## config.mk

```make
export PLATFORM = sky130hd
export DESIGN_NAME = datetime_difference_unit_flat
export DESIGN_NICKNAME = d
export VERILOG_FILES = /design/src/rtl/ddu_pkg.sv /design/src/rtl/ddu_in_if.sv /design/src/rtl/ddu_out_if.sv /design/src/rtl/ddu_day_number.sv /design/src/rtl/ddu_date_check.sv /design/src/rtl/datetime_difference_unit.sv /design/src/flat_wrapper.sv
export SDC_FILE = /design/constraint.sdc
export NUM_CORES = 2
export LEC_CHECK = 0
export BUFFER_PORTS_ARGS = -buffer_cell sky130_fd_sc_hd__buf_2
export CAP_MARGIN = 20
export CORE_MARGIN = 2
export CORE_UTILIZATION = 55
export CTS_CLUSTER_DIAMETER = 120
export DETAILED_ROUTE_END_ITERATION = 10
export PLACE_DENSITY_LB_ADDON = 0.15
export SETUP_SLACK_MARGIN = 0.2
export SYNTH_ARGS = -nofsm -noshare
export SYNTH_HDL_FRONTEND = slang
export SYNTH_SLANG_ARGS = --single-unit
```

## constraint.sdc

```tcl
create_clock -name clk -period 17.2 [get_ports clk]
set_clock_uncertainty 0.2 [all_clocks]
set_input_delay 2.58 -clock clk [delete_from_list [all_inputs] [get_ports clk]]
set_output_delay 2.58 -clock clk [all_outputs]
set_load 0.05 [all_outputs]
```

## src/rtl/ddu_pkg.sv

```systemverilog
`default_nettype none
// ---------------------------------------------------------------------------
// ddu_pkg
// Shared types, constants and helper functions for the date-time difference
// unit.
// ---------------------------------------------------------------------------
package ddu_pkg;

    localparam int YEAR_W  = 14;
    localparam int MONTH_W = 4;
    localparam int DAY_W   = 5;
    localparam int HOUR_W  = 5;
    localparam int MIN_W   = 6;
    localparam int SEC_W   = 6;
    localparam int DAYS_W  = 23;
    localparam int SECS_W  = 17;
    localparam int DNUM_W  = 24;
    localparam int TOD_W   = 17;
    localparam int TDIFF_W = TOD_W + 2;

    localparam logic [MONTH_W-1:0] MONTH_JAN = 4'd1;
    localparam logic [MONTH_W-1:0] MONTH_FEB = 4'd2;
    localparam logic [MONTH_W-1:0] MONTH_APR = 4'd4;
    localparam logic [MONTH_W-1:0] MONTH_JUN = 4'd6;
    localparam logic [MONTH_W-1:0] MONTH_SEP = 4'd9;
    localparam logic [MONTH_W-1:0] MONTH_NOV = 4'd11;
    localparam logic [MONTH_W-1:0] MONTH_DEC = 4'd12;

    localparam int SECS_PER_DAY  = 86400;
    localparam int SECS_PER_HOUR = 3600;
    localparam int SECS_PER_MIN  = 60;
    localparam int DAYS_PER_YEAR = 365;
    localparam int YEARS_PER_CYCLE = 400;

    typedef struct packed {
        logic [YEAR_W-1:0]  later_year;
        logic [MONTH_W-1:0] later_month;
        logic [DAY_W-1:0]   later_day;
        logic [HOUR_W-1:0]  later_hour;
        logic [MIN_W-1:0]   later_minute;
        logic [SEC_W-1:0]   later_second;
        logic [YEAR_W-1:0]  earlier_year;
        logic [MONTH_W-1:0] earlier_month;
        logic [DAY_W-1:0]   earlier_day;
        logic [HOUR_W-1:0]  earlier_hour;
        logic [MIN_W-1:0]   earlier_minute;
        logic [SEC_W-1:0]   earlier_second;
    } in_item_t;

    typedef struct packed {
        logic signed [DAYS_W-1:0] elapsed_days;
        logic [SECS_W-1:0]        elapsed_seconds;
        logic                     bad_date;
    } out_item_t;

    // floor(x / 25) for x < 4699, by reciprocal multiply
    function automatic logic [7:0] div25(input logic [12:0] x);
        logic [23:0] p;
        p = 24'(x) * 24'd1311;
        return p[22:15];
    endfunction

    function automatic logic [DAY_W-1:0] month_len(input logic [MONTH_W-1:0] m);
        logic [DAY_W-1:0] len;
        case (m)
            MONTH_FEB: len = 5'd28;
            MONTH_APR: len = 5'd30;
            MONTH_JUN: len = 5'd30;
            MONTH_SEP: len = 5'd30;
            MONTH_NOV: len = 5'd30;
            default:   len = 5'd31;
        endcase
        return len;
    endfunction

    // Days from March 1 to the first of the month; year starts in March.
    // Month 0 counts as January, above 12 as December.
    function automatic logic [8:0] month_offset(input logic [MONTH_W-1:0] m);
        logic [8:0] off;
        case (m)
            4'd0:      off = 9'd306;
            MONTH_JAN: off = 9'd306;
            MONTH_FEB: off = 9'd337;
            4'd3:      off = 9'd0;
            MONTH_APR: off = 9'd31;
            4'd5:      off = 9'd61;
            MONTH_JUN: off = 9'd92;
            4'd7:      off = 9'd122;
            4'd8:      off = 9'd153;
            MONTH_SEP: off = 9'd184;
            4'd10:     off = 9'd214;
            MONTH_NOV: off = 9'd245;
            default:   off = 9'd275;
        endcase
        return off;
    endfunction

    function automatic logic [TOD_W-1:0] tod_secs(input logic [HOUR_W-1:0] h,
                                                  input logic [MIN_W-1:0] mi,
                                                  input logic [SEC_W-1:0] s);
        return TOD_W'(h) * TOD_W'(SECS_PER_HOUR) + TOD_W'(mi) * TOD_W'(SECS_PER_MIN)
             + TOD_W'(s);
    endfunction

endpackage
`default_nettype wire

```

## src/rtl/ddu_in_if.sv

```systemverilog
`default_nettype none
// ---------------------------------------------------------------------------
// ddu_in_if
// Valid/ready channel carrying one pair of date-times per item.
// ---------------------------------------------------------------------------
interface ddu_in_if import ddu_pkg::*; ();
    logic     valid;
    logic     ready;
    in_item_t item;

    modport source(output valid, output item, input ready);
    modport sink(input valid, input item, output ready);
endinterface
`default_nettype wire

```

## src/rtl/ddu_out_if.sv

```systemverilog
`default_nettype none
// ---------------------------------------------------------------------------
// ddu_out_if
// Valid/ready channel carrying one elapsed-time result per item.
// ---------------------------------------------------------------------------
interface ddu_out_if import ddu_pkg::*; ();
    logic      valid;
    logic      ready;
    out_item_t item;

    modport source(output valid, output item, input ready);
    modport sink(input valid, input item, output ready);
endinterface
`default_nettype wire

```

## src/rtl/ddu_day_number.sv

```systemverilog
`default_nettype none
// ---------------------------------------------------------------------------
// ddu_day_number
// Gregorian date to linear day number, year offset by one 400-year cycle.
// ---------------------------------------------------------------------------
module ddu_day_number import ddu_pkg::*;
(
    input  logic [YEAR_W-1:0]  year,
    input  logic [MONTH_W-1:0] month,
    input  logic [DAY_W-1:0]   day,
    output logic [DNUM_W-1:0]  day_num
);

    logic        early;
    logic [14:0] yy;
    logic [12:0] q4;
    logic [10:0] q16;
    logic [7:0]  c100;
    logic [7:0]  c400;

    always_comb
    begin
        early = (month <= MONTH_FEB);
        yy    = 15'(year) + 15'(YEARS_PER_CYCLE) - 15'(early);
        q4    = yy[14:2];
        q16   = yy[14:4];
        c100  = div25(q4);
        c400  = div25(13'(q16));
        day_num = DNUM_W'(yy) * DNUM_W'(DAYS_PER_YEAR) + DNUM_W'(q4) - DNUM_W'(c100)
                + DNUM_W'(c400) + DNUM_W'(month_offset(month)) + DNUM_W'(day)
                - DNUM_W'(1);
    end

endmodule
`default_nettype wire

```

## src/rtl/ddu_date_check.sv

```systemverilog
`default_nettype none
// ---------------------------------------------------------------------------
// ddu_date_check
// Flags a month outside 1..12, a day of 0 or a day past the month's end.
// ---------------------------------------------------------------------------
module ddu_date_check import ddu_pkg::*;
(
    input  logic [YEAR_W-1:0]  year,
    input  logic [MONTH_W-1:0] month,
    input  logic [DAY_W-1:0]   day,
    output logic               bad
);

    logic [11:0]      q4;
    logic [9:0]       q16;
    logic [7:0]       c4;
    logic [7:0]       c16;
    logic             century;
    logic             quad_century;
    logic             leap;
    logic [DAY_W-1:0] len;

    always_comb
    begin
        q4  = year[13:2];
        q16 = year[13:4];
        c4  = div25(13'(q4));
        c16 = div25(13'(q16));
        century      = (13'(q4) == 13'(c4) * 13'd25);
        quad_century = (year[3:0] == 4'd0) && (13'(q16) == 13'(c16) * 13'd25);
        leap = (year[1:0] == 2'd0) && (!century || quad_century);
        len  = month_len(month) + DAY_W'((month == MONTH_FEB) && leap);
        bad  = (month < MONTH_JAN) || (month > MONTH_DEC) || (day == '0) || (day > len);
    end

endmodule
`default_nettype wire

```

## src/rtl/datetime_difference_unit.sv

```systemverilog
`default_nettype none
// ---------------------------------------------------------------------------
// datetime_difference_unit
// Elapsed days and seconds between two Gregorian date-times.
// ---------------------------------------------------------------------------
// Accepts one item per cycle while the output is not stalled: the item is
// captured in an input register, both dates are converted to day numbers
// and the time-of-day difference is folded into days and seconds, and the
// result lands in an output register. The longest path is the day-number
// conversion (constant multiply by the days per year plus the century
// corrections) feeding the day subtraction. A stalled output holds the
// output register and a full input register; the input takes a new item
// whenever either register is empty or the output drains in the same cycle.
module datetime_difference_unit import ddu_pkg::*;
(
    input  logic         clk,
    input  logic         rst_n,
    ddu_in_if.sink       dates,
    ddu_out_if.source    elapsed
);

    localparam logic signed [TDIFF_W-1:0] DAY_S  = TDIFF_W'(SECS_PER_DAY);
    localparam logic signed [TDIFF_W-1:0] DAY2_S = TDIFF_W'(2 * SECS_PER_DAY);

    in_item_t  in_reg;
    logic      in_valid_reg;
    out_item_t out_reg;
    logic      out_valid_reg;
    logic      advance;
    logic      take;

    logic [DNUM_W-1:0]         dn_later;
    logic [DNUM_W-1:0]         dn_earlier;
    logic                      bad_later;
    logic                      bad_earlier;
    logic [TOD_W-1:0]          tod_later;
    logic [TOD_W-1:0]          tod_earlier;
    logic signed [TDIFF_W-1:0] tod_diff;
    logic signed [TDIFF_W-1:0] rem;
    logic signed [DNUM_W-1:0]  day_diff;
    logic signed [DNUM_W-1:0]  day_adj;
    out_item_t                 out_next;

    assign advance       = !out_valid_reg || elapsed.ready;
    assign dates.ready   = !in_valid_reg || advance;
    assign take          = dates.valid && dates.ready;
    assign elapsed.valid = out_valid_reg;
    assign elapsed.item  = out_reg;

    ddu_day_number u_dn_later
    (
        .year    (in_reg.later_year),
        .month   (in_reg.later_month),
        .day     (in_reg.later_day),
        .day_num (dn_later)
    );

    ddu_day_number u_dn_earlier
    (
        .year    (in_reg.earlier_year),
        .month   (in_reg.earlier_month),
        .day     (in_reg.earlier_day),
        .day_num (dn_earlier)
    );

    ddu_date_check u_chk_later
    (
        .year  (in_reg.later_year),
        .month (in_reg.later_month),
        .day   (in_reg.later_day),
        .bad   (bad_later)
    );

    ddu_date_check u_chk_earlier
    (
        .year  (in_reg.earlier_year),
        .month (in_reg.earlier_month),
        .day   (in_reg.earlier_day),
        .bad   (bad_earlier)
    );

    always_comb
    begin
        tod_later   = tod_secs(in_reg.later_hour, in_reg.later_minute, in_reg.later_second);
        tod_earlier = tod_secs(in_reg.earlier_hour, in_reg.earlier_minute,
                               in_reg.earlier_second);
        tod_diff = $signed(TDIFF_W'(tod_later)) - $signed(TDIFF_W'(tod_earlier));
        day_diff = $signed(dn_later) - $signed(dn_earlier);
        // fold time-of-day difference into whole days, floor division
        if (tod_diff < -DAY_S)
        begin
            day_adj = -DNUM_W'(2);
            rem     = tod_diff + DAY2_S;
        end
        else if (tod_diff < 0)
        begin
            day_adj = -DNUM_W'(1);
            rem     = tod_diff + DAY_S;
        end
        else if (tod_diff < DAY_S)
        begin
            day_adj = '0;
            rem     = tod_diff;
        end
        else
        begin
            day_adj = DNUM_W'(1);
            rem     = tod_diff - DAY_S;
        end
        out_next.elapsed_days    = DAYS_W'(day_diff + day_adj);
        out_next.elapsed_seconds = rem[SECS_W-1:0];
        out_next.bad_date        = bad_later || bad_earlier;
    end

    always_ff @(posedge clk or negedge rst_n)
    begin
        if (!rst_n)
        begin
            in_valid_reg  <= 1'b0;
            out_valid_reg <= 1'b0;
        end
        else
        begin
            if (take)
            begin
                in_valid_reg <= 1'b1;
            end
            else if (advance)
            begin
                in_valid_reg <= 1'b0;
            end
            if (advance)
            begin
                out_valid_reg <= in_valid_reg;
            end
        end
    end

    always_ff @(posedge clk)
    begin
        if (take)
        begin
            in_reg <= dates.item;
        end
        if (advance && in_valid_reg)
        begin
            out_reg <= out_next;
        end
    end

    a_secs_range: assert property (@(posedge clk) disable iff (!rst_n)
        out_valid_reg |-> (out_reg.elapsed_seconds < SECS_W'(SECS_PER_DAY)))
        else $error("elapsed seconds out of range");

    a_in_to_out: assert property (@(posedge clk) disable iff (!rst_n)
        (in_valid_reg && advance) |=> out_valid_reg)
        else $error("registered item did not reach the output");

    a_take_holds: assert property (@(posedge clk) disable iff (!rst_n)
        take |=> in_valid_reg)
        else $error("accepted item not captured");

    a_bad_month: assert property (@(posedge clk) disable iff (!rst_n)
        (in_valid_reg && advance && (in_reg.later_month == '0)) |=> out_reg.bad_date)
        else $error("month zero not flagged");

endmodule
`default_nettype wire
```

## src/flat_wrapper.sv

```systemverilog
// flat-port wrapper written by rule: the top's interface ports become plain ports
module datetime_difference_unit_flat import ddu_pkg::*;
  (clk, rst_n, dates_valid, dates_item, dates_ready, elapsed_valid, elapsed_item, elapsed_ready);
  ddu_in_if dates_i ();
  ddu_out_if elapsed_i ();
  input  logic clk;
  input  logic rst_n;
  input wire logic [$bits(dates_i.valid)-1:0] dates_valid;
  input wire logic [$bits(dates_i.item)-1:0] dates_item;
  output wire logic [$bits(dates_i.ready)-1:0] dates_ready;
  output wire logic [$bits(elapsed_i.valid)-1:0] elapsed_valid;
  output wire logic [$bits(elapsed_i.item)-1:0] elapsed_item;
  input wire logic [$bits(elapsed_i.ready)-1:0] elapsed_ready;
  assign dates_i.valid = dates_valid;
  assign dates_i.item = dates_item;
  assign dates_ready = dates_i.ready;
  assign elapsed_valid = elapsed_i.valid;
  assign elapsed_item = elapsed_i.item;
  assign elapsed_i.ready = elapsed_ready;
  datetime_difference_unit u_core (.clk(clk), .rst_n(rst_n), .dates(dates_i), .elapsed(elapsed_i));
endmodule
```

### Word-level counts from Yosys, hierarchy flattened

Memory sizes are Yosys's and may differ from the RTL's. A register that Yosys moved wholly into a read port is not among the register bits.
Index checks and enable logic that the tools add are counted.

* register bits after elaboration: 123
* bits in read-only memories: 288
* input port bits: 84
* output and inout bits: 43
* word-level logic and storage cells: 134
* memories kept: 2

* add/sub/neg operators: 28
* $mul: 18
* order comparisons: 11
* eq/ne operators: 14
* muxes and demuxes: 12
* reduce and logical (&&, ||, !) cells: 32

Memories
* (name not given): depth 16, bits a word 9, read ports 1, clocked after Yosys merged registers in 1, write ports 0, RTL line ddu_pkg.sv:80 `case (m)`
* (name not given): depth 16, bits a word 9, read ports 1, clocked after Yosys merged registers in 1, write ports 0, RTL line ddu_pkg.sv:80

Operator list (count)
* two-way mux 17 bit: 3
* adder 23 x 13 -> 23 bit: 2
* adder 23 x 5 -> 23 bit: 2
* adder 23 x 7 -> 23 bit: 2
* adder 23 x 9 -> 23 bit: 2
* multiplier 12 x 11 -> 23 bit (second input constant): 2
* multiplier 13 x 11 -> 23 bit (second input constant): 2
* multiplier 15 x 9 -> 23 bit (second input constant): 2
* two-way mux 23 bit: 2
* subtractor 23 x 1 -> 23 bit (second input constant): 2
* subtractor 23 x 8 -> 23 bit: 2
* multiplier 11 x 11 -> 22 bit (second input constant): 2
* multiplier 10 x 11 -> 21 bit (second input constant): 2
* less-than comparator 18 bit (second input constant): 2
* adder 17 x 12 -> 17 bit: 2
* adder 17 bit (second input constant): 2
* adder 17 x 6 -> 17 bit: 2
* adder 14 x 9 -> 15 bit (second input constant): 2
* subtractor 15 x 1 -> 15 bit: 2
* equality test 12 x 13 -> 1 bit: 2
* multiplier 5 x 8 -> 13 bit (second input constant): 2
* multiplier 8 x 5 -> 13 bit (second input constant): 2
* adder 23 bit: 1
* subtractor 23 bit: 1
* other kinds (25): 68

### Logic depth before layout (Yosys ltp)

* word-level depth: 11
* depth in mapped cells: 57
* mapped depth without buffers: 57

### By module

Synthesis repeated with hierarchy kept, for this count alone.

* cell total of the unflattened synthesis: 4019
* area, all modules: 39286.4 um^2

Modules (own cells, without submodules)
* ddu_date_check: instances 2, cells each 598, area an instance 5605.4 um^2, sequential area each 0.0 um^2
* datetime_difference_unit: instances 1, cells each 954, area an instance 10331.2 um^2, sequential area each 3683.5 um^2
* ddu_day_number (u_core.u_dn_earlier): instances 1, cells each 948, area an instance 8874.8 um^2, sequential area each 0.0 um^2
* ddu_day_number (u_core.u_dn_later): instances 1, cells each 921, area an instance 8869.8 um^2, sequential area each 0.0 um^2

### Worst setup path before layout

No wires, ideal clock.

* path type: register to register
* start: register u_core.in_reg[22] in the netlist's numbering
* end: register u_core.out_reg, in the netlist u_core.elapsed.item[39] (data pin)
* setup time: 263 ps
* arrival time: 13572 ps
* required time: 16737 ps
* path slack: 3165 ps
* cell stages (with the launch flop): 54
* buffers on the path: 0
* clock period less this slack: 14035 ps
* path through: edfxtp_1 -> a211oi_1 -> ha_1 -> inv_1 -> ha_1 -> fa_1 -> nor2b_1 -> o21ai_0 -> nand2_1 -> a211o_1 -> a211o_1 -> a211o_1 -> xor2_1 -> inv_1 -> fa_1 -> inv_1 -> ha_1 -> inv_1 -> (+18 left out) -> fa_1 -> inv_1 -> fa_1 -> fa_1 -> fa_1 -> fa_1 -> fa_1 -> inv_1 -> fa_1 -> a21o_1 -> a21oi_1 -> nor2b_1 -> o311a_1 -> o21a_1 -> o21ai_0 -> a21oi_1 -> a311oi_1 -> xnor2_1

RTL lines
* start, declared: RTL line datetime_difference_unit.sv:25 `in_item_t in_reg;`
* start signal, assigned: RTL line datetime_difference_unit.sv:143 `in_reg <= dates.item;`
* end signal, assigned: RTL line datetime_difference_unit.sv:147 `out_reg <= out_next;`
* end, declared: RTL line datetime_difference_unit.sv:27 `out_item_t out_reg;`

==> impl_metrics.yaml <==
run_status:
  status: "finished clean"
cts:
  clk_path_buf_depth: 2
  cts_resized: 0
  cts_tree: "built"
  clkSlewWorstSetupHoldPaths_ns: 0.07
  root_buffer: "clkbuf_16"
  hold_buffers: 0
  cts_setup_buffers: 0
  cts_buffers: 17
  clk_latency_ns: 0.49
  h-tree-depth: 4
  cts.sinks: 141
drt:
  routedWlPerCell_um: 17.79
  avgViaCountPerCell: 5.267
  drc_errors: 0
  wirelength_mm: 84.87
  drt-pass1-iter-count: 5
  via_count: 25130
  drt_iter0_markers: 1190
  ant_nets: 0
worst_hold_path:
  worstHoldPathType: "flip-flop to flip-flop"
  holdPathStages: 1
worst_setup_path:
  worst_setup_path_start_kind: "flip-flop"
  worstPathRequired_ns: 17.23
  cp_common_cell: "fa_1"
  critPathArrivalTime_ns: 15.23
  critical_path_class: "flip-flop to flip-flop"
  cp-end-kind: "flip-flop"
  cpPeakStageDelay_ns: 0.71
  rr_worst_depth: 54
  cp_max_fo: 9
  critical_path.slowest_cell: "o41ai_1"
sta:
  hold_viol: 0
  fin_crit_ns: 15.20
  finalSetupViolCount: 0
  fmax_ghz: 0.06577
  slew_headroom_pct: 35.00
  tns_ns: 0
  rsz0062_at_grt: "false"
  tightestPinTransition_ns: 0.9750
  slew_violations: 0
  min_period_over_period_pct: 88.39
die:
  die_w_um: 266.2
  start_util_pct: 55.34
  core_area_um2: 68350
  rows: 96
  fp.dieH_um: 266.2
  ios: 127
  dieArea_um2: 70890
place:
  dp_hpwl_mm: 72.75
  place.port_buffers: 126
  dp.cells: 4741
  routabilityCongestion: 0.9301
synthesis:
  ys.flop_type: "edfxtp_1"
  yosysWarningCount: 0
  synth-edff-count: 121
  synth_area_um2: 37830
  synth_top_area_cell: "ha_1"
  async_reset_ff_share_pct: 1.418
  synthCells: 3703
  synth_common_cells: "inv_1 (959), ha_1 (958), fa_1 (534)"
  synth-seq-cells: 141
  synth_top_area_share_pct: 31.69
  yosysSeqAreaShare_pct: 10.69
  synth_area_per_cell_um2: 10.21
  synth.area.top_cells: "ha_1 (32%), fa_1 (28%), edfxtp_1 (9.6%), inv_1 (9.5%), xnor2_1 (4.0%)"
  ys_types: 96
  yosysMostFrequentCell: "inv_1"
global_routing:
  grt_start_max_net_pins: 66
  antenna_found_initial: 3
  grt_pass1_vias: 26110
  grt_use_total_pct: 25.39
  gr-total-overflow: 0
  grt_pass1_wl_mm: 139.3
layout:
  nets: 5454
  regArea_um2: 4044
  area_growth_pct: 6.808
  drive_above_1_share_pct: 6.170
  final_cells: 4772
  antennaDiodeCount: 0
  fill_cells: 5911
  multi_input_area_um2: 30160
run:
  maxCapViolCount: 0
worst max-delay path, delay by kind of cell (launching register included):
kind | cells | cell delay (ns)
fa+ha+maj | 18 | 7.51
compound gates | 18 | 4.58
buf+inv | 11 | 0.91
xor+xnor | 3 | 0.78
flops | 1 | 0.49
simple gates | 4 | 0.48
cells in the final DEF, fill, tap and decap left out, types with 13 or more instances in the layout:
cell / count
ha_1: 958
a211o_1: 13
buf_4: 41
clkbuf_16: 17
nor2b_1: 16
buf_2: 126
nor2_1: 80
nand2b_1: 20
o21a_1: 31
a21o_1: 50
a21oi_1: 122
o21bai_1: 26
inv_1: 958
o21ai_0: 77
nand4_1: 14
dfxtp_1: 18
fa_1: 534
nand3_1: 27
xnor2_1: 166
nor3_1: 38
a31oi_1: 19
nand2_1: 85
xor2_1: 72
edfxtp_1: 121
per-layer routing:
layer  track usage [%]  up-vias  share of wire (%)
li1                  -    12400                  -
met1             35.99    12270                 48
met2             42.00      383                 47
met3             2.967       73                3.3
met4             5.208        6                1.7
met5                 0        -              0.046
path summary, 6_finish.rpt:
path	endpoint	start	slack [ns]
min reg2reg	u_core.elapsed.valid$_DFFE_PN0P_	u_core.in_valid_reg$_DFFE_PN0P_	0.31
max in group asynchronous	u_core.elapsed.valid$_DFFE_PN0P_	rst_n	15.03
max	u_core.elapsed.item[39]$_DFFE_PP_	u_core.in_reg[25]$_DFFE_PP_	2.00
min	u_core.elapsed.valid$_DFFE_PN0P_	u_core.in_valid_reg$_DFFE_PN0P_	0.31
min in group asynchronous	u_core.in_valid_reg$_DFFE_PN0P_	rst_n	1.66
max reg2reg	u_core.elapsed.item[39]$_DFFE_PP_	u_core.in_reg[25]$_DFFE_PP_	2.00
area by class of cell:
class,instances,share of cell area [%]
clock buffer,19,1.072
multi-input combinational,2591,74.66
tap,882,2.732
timing repair buffer,167,2.323
clock inverter,12,0.2787
inverter,960,8.923
sequential,141,10.01
cells by family (layout without fill, tap and decap cells):
| group | after synthesis | count (layout) | synth area share, % |
|---|---|---|---|
| compound gates | 468 | 468 | 8.505 |
| xor+xnor | 246 | 246 | 5.769 |
| fa+ha+maj | 1492 | 1492 | 59.95 |
| buf+inv | 976 | 1158 | 9.735 |
| flops | 141 | 141 | 10.69 |
| mux | 13 | 13 | 0.3539 |
| other cells | 1 | 6 | 0.009914 |
| simple gates | 366 | 366 | 4.985 |
per-stage QoR:
stage                     utilization (%)  area (um2)  worst slack (ns)  hold WS, ns
after floorplan                         -       37840             3.165       0.2490
after global placement              58.31       39850             2.290       0.2738
after detailed placement            58.31       39850             2.024       0.2832
after CTS                           59.11       40400             1.955       0.3116
after global routing                59.11       40400             1.044       0.3427
final                               59.11       40400             1.997       0.3128
Power is left out: the tool's default activity adds up to more than one toggle a clock period on the data nets, which glitch-free logic cannot reach.
